File: config.mk
export PLATFORM = sky130hd
export DESIGN_NAME = stream_packet_latency_stats_unit
export DESIGN_NICKNAME = d
export VERILOG_FILES = /design/src/sv/splat_pkg.sv /design/src/sv/splat_update.sv /design/src/sv/stream_packet_latency_stats_unit.sv
export SDC_FILE = /design/constraint.sdc
export NUM_CORES = 1
export LEC_CHECK = 0
export ABC_AREA = 0
export BUFFER_PORTS_ARGS = -buffer_cell sky130_fd_sc_hd__buf_2
export CAP_MARGIN = 20
export CORE_MARGIN = 1
export CORE_UTILIZATION = 50
export CTS_CLUSTER_DIAMETER = 120
export CTS_CLUSTER_SIZE = 25
export DETAILED_ROUTE_END_ITERATION = 8
export PLACE_DENSITY_LB_ADDON = 0.1
export SLEW_MARGIN = 20
export SYNTH_ARGS = -nofsm -noshare
export SYNTH_HDL_FRONTEND = slang
export SYNTH_SLANG_ARGS = --single-unit
export TNS_END_PERCENT = 20
File: constraint.sdc
create_clock -name clock -period 4.5 [get_ports clock]
set_input_delay 0.9 -clock clock [delete_from_list [all_inputs] [get_ports clock]]
set_output_delay 0.9 -clock clock [all_outputs]
set_load 0.03 [all_outputs]
File: src/sv/splat_pkg.sv
// Shared types and constants for the stream packet latency statistics block.
package splat_pkg;

   localparam int unsigned CMD_W   = 3;
   localparam int unsigned BYTES_W = 16;
   localparam int unsigned LAT_W   = 32;
   localparam int unsigned CNT_W   = 32;
   localparam int unsigned BCNT_W  = 48;

   typedef enum logic [CMD_W-1:0] {
      CMD_SENT     = 3'd0,
      CMD_RECV     = 3'd1,
      CMD_SEQ_ERR  = 3'd2,
      CMD_TS_ERR   = 3'd3,
      CMD_CLEAR    = 3'd4
   } cmd_type;

   typedef struct packed {
      logic [CNT_W-1:0]  sent_packets;
      logic [CNT_W-1:0]  recv_packets;
      logic [BCNT_W-1:0] sent_bytes;
      logic [BCNT_W-1:0] recv_bytes;
      logic [CNT_W-1:0]  seq_errors;
      logic [CNT_W-1:0]  ts_errors;
      logic [LAT_W-1:0]  max_latency;
      logic [LAT_W-1:0]  min_latency;
      logic [LAT_W-1:0]  avg_latency;
   } stats_type;

   localparam stats_type STATS_RESET = '{
      sent_packets: '0,
      recv_packets: '0,
      sent_bytes:   '0,
      recv_bytes:   '0,
      seq_errors:   '0,
      ts_errors:    '0,
      max_latency:  '0,
      min_latency:  '1,
      avg_latency:  '0
   };

endpackage

File: src/sv/splat_update.sv
// Next-state logic of the statistics counters for one event.
module splat_update
   import splat_pkg::*;
(
   input  stats_type          cur,
   input  cmd_type            cmd,
   input  logic [BYTES_W-1:0] pkt_bytes,
   input  logic [LAT_W-1:0]   latency,
   output stats_type          nxt
);

   logic [LAT_W:0] avg_sum;

   // The average sum carries one extra bit so the add cannot overflow before the halving.
   assign avg_sum = {1'b0, cur.avg_latency} + {1'b0, latency};

   always_comb begin
      nxt = cur;
      case (cmd)
         CMD_SENT: begin
            nxt.sent_packets = cur.sent_packets + CNT_W'(1);
            nxt.sent_bytes   = cur.sent_bytes + BCNT_W'(pkt_bytes);
         end
         CMD_RECV: begin
            nxt.recv_packets = cur.recv_packets + CNT_W'(1);
            nxt.recv_bytes   = cur.recv_bytes + BCNT_W'(pkt_bytes);
            if (latency > cur.max_latency) begin
               nxt.max_latency = latency;
            end
            if (latency < cur.min_latency) begin
               nxt.min_latency = latency;
            end
            nxt.avg_latency = avg_sum[LAT_W:1];
         end
         CMD_SEQ_ERR: begin
            nxt.seq_errors = cur.seq_errors + CNT_W'(1);
         end
         CMD_TS_ERR: begin
            nxt.ts_errors = cur.ts_errors + CNT_W'(1);
         end
         CMD_CLEAR: begin
            nxt = STATS_RESET;
         end
         default: begin
            nxt = cur;
         end
      endcase
   end

endmodule

File: src/sv/stream_packet_latency_stats_unit.sv
// Top level of the stream packet latency statistics block.
//
// The req channel carries one event per beat: a command (packet sent,
// packet received, sequence error, timestamp error or clear), a packet
// size and a latency. The rsp channel returns one beat per event with a
// snapshot of all counters and latency marks as they stand after it.
// Unused command codes leave the statistics unchanged but still answer.
//
// An event is captured in an input register, then combinational adds and
// compares update the statistics registers, which drive the rsp fields
// directly. A response passes the input register and then the statistics
// registers, and the block sustains one event per cycle while rsp_stall is low.
//
// Reset clears both pipeline registers and returns every counter to zero
// and the minimum latency to all ones. When the receiver stalls, the
// statistics hold, the input register keeps one pending event, and
// req_stall rises once that register is full and cannot drain.
module stream_packet_latency_stats_unit
   import splat_pkg::*;
(
   input  logic               clock,
   input  logic               reset,

   input  logic               req_valid,
   output logic               req_stall,
   input  logic [CMD_W-1:0]   req_cmd,
   input  logic [BYTES_W-1:0] req_pkt_bytes,
   input  logic [LAT_W-1:0]   req_latency,

   output logic               rsp_valid,
   input  logic               rsp_stall,
   output logic [CNT_W-1:0]   rsp_sent_packets_out,
   output logic [CNT_W-1:0]   rsp_recv_packets_out,
   output logic [BCNT_W-1:0]  rsp_sent_bytes_out,
   output logic [BCNT_W-1:0]  rsp_recv_bytes_out,
   output logic [CNT_W-1:0]   rsp_seq_errors_out,
   output logic [CNT_W-1:0]   rsp_ts_errors_out,
   output logic [LAT_W-1:0]   rsp_max_latency_out,
   output logic [LAT_W-1:0]   rsp_min_latency_out,
   output logic [LAT_W-1:0]   rsp_avg_latency_out
);

   logic               in_valid_ff;
   cmd_type            in_cmd_ff;
   logic [BYTES_W-1:0] in_bytes_ff;
   logic [LAT_W-1:0]   in_latency_ff;

   logic               out_valid_ff;
   stats_type          stats_ff;
   stats_type          stats_in;

   logic               out_free;
   logic               advance;
   logic               req_take;

   assign out_free  = !out_valid_ff || !rsp_stall;
   assign advance   = in_valid_ff && out_free;
   assign req_stall = in_valid_ff && !out_free;
   assign req_take  = req_valid && !req_stall;

   always_ff @(posedge clock) begin
      if (reset) begin
         in_valid_ff <= 1'b0;
      end else if (req_take) begin
         in_valid_ff <= 1'b1;
      end else if (advance) begin
         in_valid_ff <= 1'b0;
      end
   end

   always_ff @(posedge clock) begin
      if (req_take) begin
         in_cmd_ff     <= cmd_type'(req_cmd);
         in_bytes_ff   <= req_pkt_bytes;
         in_latency_ff <= req_latency;
      end
   end

   splat_update u_update (
      .cur       (stats_ff),
      .cmd       (in_cmd_ff),
      .pkt_bytes (in_bytes_ff),
      .latency   (in_latency_ff),
      .nxt       (stats_in)
   );

   // The statistics only move when a response slot is free, so they also
   // serve as the response register.
   always_ff @(posedge clock) begin
      if (reset) begin
         out_valid_ff <= 1'b0;
         stats_ff     <= STATS_RESET;
      end else begin
         if (advance) begin
            stats_ff <= stats_in;
         end
         if (out_free) begin
            out_valid_ff <= in_valid_ff;
         end
      end
   end

   assign rsp_valid            = out_valid_ff;
   assign rsp_sent_packets_out = stats_ff.sent_packets;
   assign rsp_recv_packets_out = stats_ff.recv_packets;
   assign rsp_sent_bytes_out   = stats_ff.sent_bytes;
   assign rsp_recv_bytes_out   = stats_ff.recv_bytes;
   assign rsp_seq_errors_out   = stats_ff.seq_errors;
   assign rsp_ts_errors_out    = stats_ff.ts_errors;
   assign rsp_max_latency_out  = stats_ff.max_latency;
   assign rsp_min_latency_out  = stats_ff.min_latency;
   assign rsp_avg_latency_out  = stats_ff.avg_latency;

   a_stall_needs_pending: assert property (@(posedge clock) disable iff (reset)
      req_stall |-> in_valid_ff)
      else $error("request stalled with an empty input register");

   a_advance_gives_rsp: assert property (@(posedge clock) disable iff (reset)
      advance |=> out_valid_ff)
      else $error("event advanced without a response");

   a_clear_resets: assert property (@(posedge clock) disable iff (reset)
      (advance && in_cmd_ff == CMD_CLEAR) |=> (stats_ff == STATS_RESET))
      else $error("clear did not restore reset values");

   a_marks_ordered: assert property (@(posedge clock) disable iff (reset)
      (stats_ff.max_latency >= stats_ff.min_latency) ||
      (stats_ff.min_latency == '1 && stats_ff.max_latency == '0))
      else $error("latency marks out of order");

endmodule
## Word-level counts from Yosys, hierarchy flattened

Cells that the tools add are included.

| operators by class | value |
|---|---|
| $lt $le $gt $ge | 2 |
| mux-type cells | 11 |
| add/subtract/negate cells | 7 |
| eq/ne operators | 6 |
| reductions and logical operators | 20 |

Operators by type and width:

| operator | count |
|---|---|
| $pmux 32 s2 | 4 |
| $pmux 48 s2 | 2 |
| $pmux 96 s2 | 1 |
| $add 32x1->32 const B | 4 |
| $add 48x16->48 | 2 |
| $mux 32 | 2 |
| $add 32x32->33 | 1 |
| $gt 32x32->1 | 1 |
| $lt 32x32->1 | 1 |
| $reduce_bool 2->1 | 5 |
| $reduce_and 2->1 | 4 |
| $eq 3x2->1 const B | 2 |
| $reduce_and 3->1 | 2 |
| $logic_not 1->1 | 4 |
| $ne 2x1->1 const B | 2 |
| $eq 3x1->1 const B | 1 |
| $eq 3x3->1 const B | 1 |
| $logic_and 1x1->1 | 3 |
| $logic_not 3->1 | 1 |
| $mux 1 | 2 |
| $logic_or 1x1->1 | 1 |

| storage, ports and cells | value |
|---|---|
| output and inout bits | 322 |
| register bits | 373 |
| input bits | 55 |

## Logic depth before layout (Yosys ltp)

| logic depth | value |
|---|---|
| word-level depth | 7 |
| mapped depth | 13 |
| gate-level depth less buffers | 12 |

## By module

From an unflattened synthesis, not the netlist that was laid out.

| second synthesis, totals | value |
|---|---|
| cell total of the unflattened synthesis | 3181 |
| area total of the unflattened synthesis | 26840.7 um^2 |

By module, submodules not included:

| module | area an instance (um^2) | sequential area each (um^2) | times used | cells an instance |
|---|---|---|---|---|
| stream_packet_latency_stats_unit | 16037.9 | 7977.7 | 1 | 1448 |
| splat_update | 10802.9 | 0.0 | 1 | 1733 |

## Least setup slack after synthesis

Ideal clock, no wire load.

| timing path | value |
|---|---|
| path kind | in2reg |
| from | in rsp_stall |
| to | reg in_bytes_ff[0], enable pin |
| slack | 0.526 ns |
| library setup time | 0.465 ns |
| path buffers | 0 |
| stages | 2 |
| arrival | 3.509 ns |
| cells stage by stage | and3_1 > nor2b_1 |

| between the ends | value |
|---|---|
| cells in the longest elaborated chain, start to end | 6 |

RTL lines:

| element | line | RTL |
|---|---|---|
| start: declaration | stream_packet_latency_stats_unit.sv:31 | `input logic rsp_stall,` |
| $logic_not 1->1 | stream_packet_latency_stats_unit.sv:56 | `assign out_free = !out_valid_ff \|\| !rsp_stall;` |
| $logic_or 1x1->1 | stream_packet_latency_stats_unit.sv:56 |  |
| $logic_not 1->1 | stream_packet_latency_stats_unit.sv:58 | `assign req_stall = in_valid_ff && !out_free;` |
| $logic_and 1x1->1 | stream_packet_latency_stats_unit.sv:58 |  |
| $logic_not 1->1 | stream_packet_latency_stats_unit.sv:59 | `assign req_take = req_valid && !req_stall;` |
| $logic_and 1x1->1 | stream_packet_latency_stats_unit.sv:59 |  |
| net req_take | stream_packet_latency_stats_unit.sv:54 | `logic req_take;` |
| end signal: assignment | stream_packet_latency_stats_unit.sv:74 | `in_bytes_ff <= req_pkt_bytes;` |
| end: declaration | stream_packet_latency_stats_unit.sv:45 | `logic [BYTES_W-1:0] in_bytes_ff;` |

The timed path passes the listed nets, and every way through them passes these cells.
A chain may end at the register's enable or synchronous reset.

## Worst setup path after layout

| timing path | value |
|---|---|
| from | reg stats_ff, in the netlist rsp_recv_bytes_out[0] |
| to | reg stats_ff, in the netlist rsp_recv_bytes_out[42] |

| between the ends | value |
|---|---|
| cells in the longest elaborated chain, start to end | 2 |

RTL lines:

| element | line | RTL |
|---|---|---|
| start: declaration | stream_packet_latency_stats_unit.sv:49 | `stats_type stats_ff;` |
| start signal: assignment | stream_packet_latency_stats_unit.sv:95 | `stats_ff <= stats_in;` |
| $add 48x16->48 | splat_update.sv:26 | `nxt.recv_bytes = cur.recv_bytes + BCNT_W'(pkt_bytes);` |
| $pmux 48 s2 | splat_update.sv:19 | `case (cmd)` |

Every way passes these cells.

==> summary.txt <==
Status
  • Outcome: finished, final reports clean

Setup path
  • Critical path endpoint: rsp_recv_bytes_out[42]$_SDFFE_PP0P_
  • Req. time, crit path: 4920 ps
  • Crit start category: flip-flop
  • Critical Path Source: rsp_recv_bytes_out[0]$_SDFFE_PP0P_
  • Worst Reg-to-Reg Cells: 13
  • Crit Path Category: reg -> reg
  • Crit path max fanout: 15
  • WP data arrival: around 4000 ps
  • Worst r2r dst: rsp_recv_bytes_out[42]$_SDFFE_PP0P_
  • Crit path capture type: flip-flop
  • Reg-to-reg setup timing slack: 840 ps
  • R2r startpoint: rsp_recv_bytes_out[0]$_SDFFE_PP0P_

STA
  • Final worst setup slack: 843.6 ps
  • Hold Vio Cnt, Final: 0
  • Tightest Pin Transition: 864.9 ps
  • TNS Setup: 0 ps
  • Setup-failing EPs final: 0
  • Final min period: 3656 ps
  • Clock Skews: 24.86 ps
  • Final worst path period share: a little over 80%
  • RSZ-0062 raised after global routing: false
  • Slew margin rel.: 41.86%
  • Fmax: ~270 MHz
  • Fin Hold WS: 486.3 ps
  • Pins Over Slew Limit: 0

Placement
  • Placed cell count: 2818
  • Post-DP HPWL: 37830 um
  • Place WS: 946.7 ps
  • Number of port buffers: 376
  • GP Congestion: roughly 0.87
  • Placement Cell Area: around 0.021 mm2

Floorplan
  • I/O pin cnt: 377
  • Initial Utilization: 50.58%
  • Die Span Y: slightly below 200 um
  • Die Area: 0.03772 mm2
  • Row count: 70
  • Core box area: 0.03652 mm2
  • Chip Width: 194.2 um

Detailed routing
  • TritonRoute pass-1 iters: 6
  • DRT antenna net count: 0
  • DRC viols: 0
  • Detailed router's first-iteration violation count: 691
  • Total wire length: about 50000 um
  • Vias per inst: 5.618
  • DR WL/cell: 17.55 um
  • DR vias: about 16000

Pwr
  • PD cells: 276.9 mW/mm2
  • Static Leakage: 9.536 nW
  • Worst VDD drop: ~370 uV
  • Power after layout: 5.939 mW

GRT
  • GRT overflow: 0
  • First-pass GRT wire length: ~80000 um
  • Antenna violations before repair: 3
  • Vias in the first global route: about 15000
  • Global Route Usage Sum: 25.60%
  • Largest net degree at the start of global routing: 67

Yosys
  • Distinct cell type count of the synthesized netlist: 67
  • Synth top area share: about a third
  • Prevailing post-synth register cell: dfxtp_1
  • Synth warn: 0
  • Area leader, netlist: dfxtp_1
  • Syn Nets: approximately 2200
  • Post-synth ARST share: 0%
  • Post-synth EDFFs: 51
  • Register bit total from synthesis: 373
  • Syn Area/Cell: between 9 and 10 um2
  • Post-synthesis sequential area ratio: approximately 43%
  • Gate Count Post-Synth: ~2000
  • Mapped cell area: 0.01847 mm2
  • Synth area leaders: dfxtp_1, ha_1, edfxtp_1

Clocking
  • Clk buf depth: 3
  • Clock sink count: 373
  • CTS root buffer: clkbuf_16
  • Worst-path clk slew: 100 ps
  • CTS Hold Buffers Added: 0
  • Post-CTS setup buffers: 0
  • CTS buffer count: 18
  • Clk Latency, worst-skew pair: roughly 540 ps
  • H-tree depth: 1
  • Cts repair resizes: 0
  • CTS tree: built

Layout
  • Finished Layout Cells: 2846
  • Layout Area Growth over Synthesis: 16.09%
  • Layout Nets: 2558
  • Layout cells sized above 1: about a fifth
  • Layout Utilization: 58.72%
  • Post-Layout Inst Area: 0.02145 mm2
  • # fillers: between 3000 and 4000

Job
  • Maxcap violations: 0

Hold path
  • Tightest Hold Check Type: reg -> reg
  • Hold depth: 2
[cells in the mapped netlist, types with 23 or more instances]
| master | n |
|---|---|
| dfxtp_1 | 322 |
| nor2_1 | 225 |
| nand2_1 | 134 |
| a21oi_1 | 131 |
| ha_1 | 130 |
| xor2_1 | 122 |
| inv_1 | 98 |
| nand3_1 | 86 |
| o21ai_0 | 72 |
| xnor2_1 | 71 |
| nand4_1 | 65 |
| clkbuf_1 | 63 |
| a22o_1 | 52 |
| edfxtp_1 | 51 |
| a21o_1 | 44 |
| or3_1 | 39 |
| and3_1 | 35 |
| o22a_1 | 32 |
| nor3_1 | 28 |
| a22oi_1 | 23 |
[power breakdown]
group          leakage (nW)  switching (mW)  internal, mW
sequential             3.10          0.0660          3.43
combinational          6.19           0.351         0.204
clock                 0.250            1.08         0.801
total                  9.54            1.50          4.44
[layout make-up]
| class | count | area, um2 | area share [%] |
|---|---|---|---|
| diodes | 1 | 2.502 | 0.01167 |
| clock buffers | 27 | 515.5 | 2.404 |
| inverters | 98 | 367.9 | 1.715 |
| flip-flops and latches | 373 | 7978 | 37.20 |
| well taps | 468 | 585.6 | 2.730 |
| repair buffers | 399 | 2079 | 9.696 |
| multi-input cells | 1480 | 9918 | 46.25 |
[sequential cells by signal (all words and copies together), names as in the netlist]
signal,count
rsp_recv_bytes_out,48
rsp_sent_bytes_out,48
in_latency_ff,32
rsp_avg_latency_out,32
rsp_max_latency_out,32
rsp_min_latency_out,32
rsp_recv_packets_out,32
rsp_sent_packets_out,32
rsp_seq_errors_out,32
rsp_ts_errors_out,32
in_bytes_ff,16
in_cmd_ff,3
in_valid_ff,1
rsp_valid,1
[per-layer routing]
layer | track usage [%] | wire length (um) | vias up
met3 | 5.131 | 3165 | 66
li1 | - | - | 7911
met4 | 7.790 | 1398 | 4
met1 | 33.86 | 22580 | 7587
met5 | 0 | 34 | -
met2 | 42.09 | 22770 | 421
[worst max-delay path, stage by stage, from the launching register on]
cell	delay, ps
dfxtp_1	380
ha_1	200
inv_1	60
fa_1	400
nor2b_1	120
o21ai_0	100
a21boi_0	340
o21ai_0	150
a211oi_1	650
o21ai_1	190
buf_4	230
a2111oi_0	480
xnor2_1	180
nor2_1	50
[cells by family (layout without fill, tap and decap cells)]
group           after synthesis  after routing  synth area share, %
mux                           3              3               0.1626
simple gates                694            694                18.36
fa+ha+maj                   133            133                9.130
compound gates              457            457                16.62
buf+inv                     166            524                3.393
other cells                   0              1                    0
flops                       373            373                43.18
xor+xnor                    193            193                9.150
[layout by cell type (no fill, tap or decap), drive strengths merged, types with 16 or more instances in the layout]
cell    synthesis  final
buf             5    399
dfxtp         322    322
nor2          227    227
nand2         134    134
a21oi         132    132
ha            130    130
xor2          122    122
inv            98     98
nand3          86     86
o21ai          75     75
xnor2          71     71
nand4          66     66
a22o           52     52
edfxtp         51     51
a21o           44     44
or3            39     39
and3           35     35
nor3           35     35
o22a           32     32
clkbuf         63     27
a22oi          23     23
a211oi         18     18
and2           16     16
[worst min path at each step]
| stage | endpoint | start |
|---|---|---|
| 3_3_place_gp | rsp_recv_bytes_out[47]$_SDFFE_PP0P_ | rsp_recv_bytes_out[47]$_SDFFE_PP0P_ |
| 2_1_floorplan | rsp_valid$_SDFFE_PP0P_ | in_valid_ff$_SDFFE_PP0P_ |
| 4_1_cts | rsp_recv_bytes_out[47]$_SDFFE_PP0P_ | rsp_recv_bytes_out[47]$_SDFFE_PP0P_ |
| 6_report | rsp_recv_bytes_out[47]$_SDFFE_PP0P_ | rsp_recv_bytes_out[47]$_SDFFE_PP0P_ |
| 3_5_place_dp | rsp_recv_bytes_out[47]$_SDFFE_PP0P_ | rsp_recv_bytes_out[47]$_SDFFE_PP0P_ |
| 5_1_grt | in_cmd_ff[0]$_DFFE_PP_ | req_cmd[0] |
(Power assumes the default switching activity.)
